$ cat config.mk
export PLATFORM = sky130hd
export DESIGN_NAME = led_matrix_double_buffer_row_scan_top
export DESIGN_NICKNAME = d
export VERILOG_FILES = /design/src/design/lmdb_pkg.sv /design/src/design/lmdb_in_stage.sv /design/src/design/lmdb_scan_core.sv /design/src/design/lmdb_out_stage.sv /design/src/design/led_matrix_double_buffer_row_scan_top.sv
export SDC_FILE = /design/constraint.sdc
export NUM_CORES = 1
export LEC_CHECK = 0
export BUFFER_PORTS_ARGS = -buffer_cell sky130_fd_sc_hd__buf_4
export CORE_MARGIN = 2
export CORE_UTILIZATION = 65
export CTS_BUF_LIST = sky130_fd_sc_hd__clkbuf_8
export DETAILED_ROUTE_END_ITERATION = 12
export PLACE_DENSITY = 0.82
export SETUP_SLACK_MARGIN = 0.02
export SYNTH_ARGS = -nofsm -noshare
export SYNTH_HDL_FRONTEND = slang
export SYNTH_SLANG_ARGS = --single-unit
$ cat constraint.sdc
create_clock -name i_clk -period 4.9 [get_ports i_clk]
set_input_delay 0.245 -clock i_clk [delete_from_list [all_inputs] [get_ports i_clk]]
set_output_delay 0.245 -clock i_clk [all_outputs]
set_load 0.02 [all_outputs]
$ cat src/design/lmdb_pkg.sv
// ----------------------------------------------------------------------------
// lmdb_pkg
// shared types and constants for the double-buffered led matrix row scanner
// ----------------------------------------------------------------------------
package lmdb_pkg;

    localparam int ROWS          = 6;
    localparam int BYTES_PER_ROW = 8;
    localparam int FRAME_BYTES   = ROWS * BYTES_PER_ROW;
    localparam int WORDS         = 2 * ROWS;
    localparam int ROW_W         = 3;
    localparam int COL_W         = 3;
    localparam int FILL_W        = 6;
    localparam int WORD_AW       = 4;
    localparam int PIXEL_W       = 8;
    localparam int SHIFT_W       = 64;

    localparam logic OP_PIXEL = 1'b0;
    localparam logic OP_TICK  = 1'b1;

    typedef struct packed {
        logic               operation;
        logic [PIXEL_W-1:0] pixel_byte;
    } t_in_item;

    typedef struct packed {
        logic [ROW_W-1:0]   row_off;
        logic [ROW_W-1:0]   row_on;
        logic [SHIFT_W-1:0] shift_word;
    } t_out_item;

endpackage

$ cat src/design/lmdb_in_stage.sv
// ----------------------------------------------------------------------------
// lmdb_in_stage
// input register holding one item until the scan core takes it
// ----------------------------------------------------------------------------
module lmdb_in_stage (
    input  logic              i_clk,
    input  logic              i_rst_n,
    input  logic              i_valid,
    output logic              o_ready,
    input  lmdb_pkg::t_in_item i_item,
    input  logic              i_take,
    output logic              o_valid,
    output lmdb_pkg::t_in_item o_item
);
    import lmdb_pkg::*;

    logic     r_valid;
    t_in_item r_item;
    logic     n_valid;

    assign o_ready = !r_valid || i_take;
    assign o_valid = r_valid;
    assign o_item  = r_item;

    always_comb begin
        n_valid = r_valid;
        if (o_ready) begin
            n_valid = i_valid;
        end
    end

    always_ff @(posedge i_clk) begin
        if (!i_rst_n) begin
            r_valid <= 1'b0;
        end else begin
            r_valid <= n_valid;
        end
    end

    always_ff @(posedge i_clk) begin
        if (i_valid && o_ready) begin
            r_item <= i_item;
        end
    end

endmodule

$ cat src/design/lmdb_scan_core.sv
// ----------------------------------------------------------------------------
// lmdb_scan_core
// frame store, fill position, shown frame and scan row; one item per step
// ----------------------------------------------------------------------------
module lmdb_scan_core (
    input  logic                i_clk,
    input  logic                i_rst_n,
    input  logic                i_step,
    input  lmdb_pkg::t_in_item  i_item,
    output lmdb_pkg::t_out_item o_result
);
    import lmdb_pkg::*;

    localparam logic [FILL_W-1:0]  LAST_FILL = FILL_W'(FRAME_BYTES - 1);
    localparam logic [ROW_W-1:0]   LAST_ROW  = ROW_W'(ROWS - 1);
    localparam logic [COL_W-1:0]   LAST_COL  = COL_W'(BYTES_PER_ROW - 1);
    localparam logic [WORD_AW-1:0] ROWS_BASE = WORD_AW'(ROWS);

    logic [SHIFT_W-1:0] r_frame [WORDS];
    logic               r_shown;
    logic [FILL_W-1:0]  r_fill;
    logic [ROW_W-1:0]   r_scan;

    logic               n_shown;
    logic [FILL_W-1:0]  n_fill;
    logic [ROW_W-1:0]   n_scan;

    logic [ROW_W-1:0]   fill_row;
    logic [COL_W-1:0]   lane;
    logic [WORD_AW-1:0] wr_idx;
    logic [WORD_AW-1:0] rd_idx;
    logic [ROW_W-1:0]   next_row;
    logic               do_pixel;
    logic               do_tick;

    assign do_pixel = i_step && (i_item.operation == OP_PIXEL);
    assign do_tick  = i_step && (i_item.operation == OP_TICK);

    always_comb begin
        fill_row = r_fill[FILL_W-1:COL_W];
        lane     = LAST_COL - r_fill[COL_W-1:0];
        wr_idx   = (r_shown ? '0 : ROWS_BASE) + WORD_AW'(fill_row);
        next_row = (r_scan == LAST_ROW) ? '0 : r_scan + 1'b1;
        rd_idx   = (r_shown ? ROWS_BASE : '0) + WORD_AW'(next_row);

        n_shown = r_shown;
        n_fill  = r_fill;
        n_scan  = r_scan;
        if (do_pixel) begin
            if (r_fill == LAST_FILL) begin
                n_fill  = '0;
                n_shown = !r_shown;
            end else begin
                n_fill = r_fill + 1'b1;
            end
        end
        if (do_tick) begin
            n_scan = next_row;
        end

        o_result.row_off    = (r_scan == '0) ? LAST_ROW : r_scan - 1'b1;
        o_result.row_on     = r_scan;
        o_result.shift_word = r_frame[rd_idx];
    end

    always_ff @(posedge i_clk) begin
        if (!i_rst_n) begin
            r_shown <= 1'b0;
            r_fill  <= '0;
            r_scan  <= '0;
        end else begin
            r_shown <= n_shown;
            r_fill  <= n_fill;
            r_scan  <= n_scan;
        end
    end

    // both frames start blank
    always_ff @(posedge i_clk) begin
        if (!i_rst_n) begin
            for (int w = 0; w < WORDS; w++) begin
                r_frame[w] <= '0;
            end
        end else if (do_pixel) begin
            r_frame[wr_idx][{lane, 3'b000} +: PIXEL_W] <= i_item.pixel_byte;
        end
    end

endmodule

$ cat src/design/lmdb_out_stage.sv
// ----------------------------------------------------------------------------
// lmdb_out_stage
// result register that holds one item until the consumer takes it
// ----------------------------------------------------------------------------
module lmdb_out_stage (
    input  logic                i_clk,
    input  logic                i_rst_n,
    input  logic                i_load,
    input  lmdb_pkg::t_out_item i_item,
    output logic                o_free,
    output logic                o_valid,
    input  logic                i_ready,
    output lmdb_pkg::t_out_item o_item
);
    import lmdb_pkg::*;

    logic      r_valid;
    t_out_item r_item;
    logic      n_valid;

    assign o_free  = !r_valid || i_ready;
    assign o_valid = r_valid;
    assign o_item  = r_item;

    always_comb begin
        n_valid = r_valid;
        if (o_free) begin
            n_valid = i_load;
        end
    end

    always_ff @(posedge i_clk) begin
        if (!i_rst_n) begin
            r_valid <= 1'b0;
        end else begin
            r_valid <= n_valid;
        end
    end

    always_ff @(posedge i_clk) begin
        if (i_load && o_free) begin
            r_item <= i_item;
        end
    end

endmodule

$ cat src/design/led_matrix_double_buffer_row_scan_top.sv
// ----------------------------------------------------------------------------
// led_matrix_double_buffer_row_scan_top
// double-buffered row scanner for a 6 x 64 multiplexed led matrix
// ----------------------------------------------------------------------------
// Each input item is either a pixel byte, written row-major into the frame
// not being shown, or a refresh tick, which returns the row to switch off,
// the row to switch on and the next row of the shown frame as a 64-bit shift
// word (bit 63 first). Pixel bytes give no result. An item passes an input
// register, the update logic on the frame store and a result register, and
// one item is taken every cycle while the result register is free or being
// drained. Both frames are blank after reset, with no clearing pass.
module led_matrix_double_buffer_row_scan_top (
    input  logic                i_clk,
    input  logic                i_rst_n,
    input  logic                i_in_valid,
    output logic                o_in_ready,
    input  lmdb_pkg::t_in_item  i_in_item,
    output logic                o_out_valid,
    input  logic                i_out_ready,
    output lmdb_pkg::t_out_item o_out_item
);
    import lmdb_pkg::*;

    logic      s1_valid;
    t_in_item  s1_item;
    logic      s1_take;
    logic      out_free;
    logic      is_tick;
    t_out_item core_result;

    assign is_tick = s1_item.operation == OP_TICK;
    assign s1_take = s1_valid && (!is_tick || out_free);

    lmdb_in_stage u_in_stage (
        .i_clk   (i_clk),
        .i_rst_n (i_rst_n),
        .i_valid (i_in_valid),
        .o_ready (o_in_ready),
        .i_item  (i_in_item),
        .i_take  (s1_take),
        .o_valid (s1_valid),
        .o_item  (s1_item)
    );

    lmdb_scan_core u_scan_core (
        .i_clk    (i_clk),
        .i_rst_n  (i_rst_n),
        .i_step   (s1_take),
        .i_item   (s1_item),
        .o_result (core_result)
    );

    lmdb_out_stage u_out_stage (
        .i_clk   (i_clk),
        .i_rst_n (i_rst_n),
        .i_load  (s1_take && is_tick),
        .i_item  (core_result),
        .o_free  (out_free),
        .o_valid (o_out_valid),
        .i_ready (i_out_ready),
        .o_item  (o_out_item)
    );

endmodule

==> results_dict.tcl <==
set metrics [dict create \
    status "complete, but fails checks" \
    failed_checks "DRC" \
    holdCritPathClass "primary input to register" \
    yosys_warnings 0 \
    critPathRequiredTime_ps 5460 \
    crit_type "register to register" \
    layout-drive-gt1-share 0.159 \
    finalCriticalPeriod_ps 4250 \
    total_power_uw 19200 \
    p_int_uw 14700 \
    cp-end-kind "register" \
    peakVddDrop_uv 227 \
    skew_ps 37.6 \
    syn_inst 3600 \
    synthArstFlopShare 0 \
    avgSynthCellArea_um2 13.5 \
    power.leakage_uw 0.0189 \
    p_seq_frac 0.564 \
    antenna_found_initial 2 \
    vias 31000 \
    placed_area_um2 50300 \
    grt_util_all_layers 0.322 \
    layout_common_cells "1103 x edfxtp_1, 771 x nor2_1, 341 x nand2_1" \
    fin_crit_sh 0.867 \
    grt_max_degree 84 \
    wl_mm 123 \
    setup_violations 0 \
    reg2reg_depth 9 \
    p_comb_frac 0.067 \
    overflow 0 \
    p_switching_uw 4500 \
    startpoint_type "register" \
    numCtsBuffers 166 \
    fmax_mhz 235 \
    avgRoutedWirePerCell_um 25.4 \
    clk_pin_slew_ps 60 \
    tritoncts "built" \
    grt_pass1_wl_mm 184 \
    vias_per_cell 6.43 \
    ys_types 46 \
    cts_root_buf "clkbuf_8" \
    clock_path_buffers 3 \
    synth.cell_area_um2 48500 \
    grt_setup_unrepaired "no" \
    hpwl_mm 79.8 \
    chipHeight_um 277 \
    final_hold_viol_count 0 \
    placementRows 100 \
    ant_nets 0 \
    die_w_um 277 \
    drt_iter0_markers 4354 \
    fp.dieArea_um2 76900 \
    finalNetCount 3749 \
    final_area_um2 53500 \
    slew_headroom 0.149 \
    cts_sinks 1115 \
    initial_core_util 0.654 \
    holdPathStages 2 \
    core_area_um2 74200 \
    remaining_drc_errors 1 \
    dpl.cell_count 4508 \
    cp_max_fo 24 \
    maxSlewViolCount 0 \
    switching_share 0.235 \
    synth-edff-count 1103 \
    clock_latency_ps 840 \
    ys_seq_area_frac 0.687 \
    port_buffers 84 \
    fillers 4508 \
    htreeDepth 4 \
    synth_area_leaders "edfxtp_1 68%, mux4_2 6.8%, nor2_1 6.0%" \
    synth.largest_area_cell "edfxtp_1" \
    tns_ps 0 \
    grt_pass1_vias 30600 \
    synth_top_flop_cell "edfxtp_1" \
    tightest_slew_ps 1270 \
    drv_cap 0 \
    synth_nets 3628 \
    syn_to_final_growth_pct 10.2 \
    crit_arrival_ps 4810 \
    ys_seq_elements 1115 \
    synth.top_cell.area_share 0.683 \
    drt-pass1-iter-count 12 \
    p_per_area_nw_per_um2 358 \
    num_io_pins 85 \
    p_clk_frac 0.370 \
    globalplace.congestion 0.893 \
    final_common_cell "edfxtp_1" \
    stdcell_count 4825 \
    cts_resized 0 \
]
## Yosys cell counts, types with 13 or more instances
master / instances
nor2_1: 772
a211oi_1: 80
nor3b_1: 66
clkbuf_1: 177
buf_4: 20
o21a_1: 17
nand2b_1: 162
mux4_2: 146
a311oi_1: 17
mux2i_1: 94
nor4_1: 48
nand2_2: 30
edfxtp_1: 1103
ha_1: 13
nor3_1: 49
nand2_1: 341
nand3_1: 27
a21oi_1: 100
buf_2: 61
and3_1: 62
inv_1: 27
and2_1: 114
## power groups by stage
stage	Sequential, µW	Combinational (µW)	Clock [µW]
floorplan	11000	841	0
global placement	11000	1220	0
detailed placement	11000	1250	0
CTS	10800	1260	7090
global route	10800	1350	7480
finish	10800	1280	7090
## final timing paths
| check | startpoint | endpoint | slack [ps] |
|---|---|---|---|
| hold / removal | i_in_item[6] | u_in_stage.o_item[6] | 130 |
| hold reg to reg | u_scan_core.r_scan[1] | u_out_stage.o_item[65] | 520 |
| setup / recovery | u_scan_core.r_scan[0] | u_out_stage.o_item[39] | 650 |
| setup reg to reg | u_scan_core.r_scan[0] | u_out_stage.o_item[39] | 650 |
## registers in the layout (all words and copies together) (netlist names)
register	flops
u_scan_core.r_fill	6
u_in_stage.o_item	9
u_in_stage.o_valid	1
u_scan_core.r_shown	1
u_scan_core.r_scan	3
u_scan_core.r_frame	1024
u_out_stage.o_valid	1
u_out_stage.o_item	70
## per-layer routing
layer / GRT usage / up-vias / wire length [µm]
met3: 0.0752 / 334 / 14300
met4: 0.135 / 2 / 4960
met2: 0.523 / 2166 / 60000
li1: - / 13300 / -
met1: 0.422 / 15200 / 43400
met5: 0 / - / 20
## critical path: stages (launching register included)
cell and delay, ps:
dfxtp_1 510, ha_1 350, mux2_2 420, ha_4 170
inv_1 60, fa_4 830, nand2b_1 770, buf_4 420
a311oi_1 310, a211oi_1 130
## area by class of cell
class | count | area (µm²) | share of cell area
flip-flops and latches | 1115 | 33400 | 0.624
multi-input cells | 2196 | 14000 | 0.261
clock buffers | 169 | 2330 | 0.0435
repair buffers | 215 | 1770 | 0.0332
well taps | 969 | 1210 | 0.0227
clock inverters | 133 | 741 | 0.0138
inverters | 27 | 101 | 0.00189
diodes | 1 | 2.50 | 0.0000468
## through the flow
stage               hold WS (ps)  worst slack, ps  utilization
global placement             424              808        0.678
global route                 103              560        0.721
floorplan                    344              811            -
finish                       129              650        0.721
CTS                         93.8              669        0.721
detailed placement           424              676        0.678
## repair_timing
action	in CTS	in global routing
setup endpoints to repair	0	0
hold buffers	14	0
buffers inserted	0	0
endpoints found under the hold margin	23	0
## kinds of logic after synthesis
group	count (synthesis)	share of synthesized area
adders and majority gates	15	0.00418
buffers and inverters	289	0.0256
AOI/OAI and AO/OA	230	0.0308
muxes	241	0.0874
and+or+nand+nor	1706	0.164
DFF	1115	0.687
xor gates and xnor gates	4	0.000722
(Power assumes the default switching activity.)
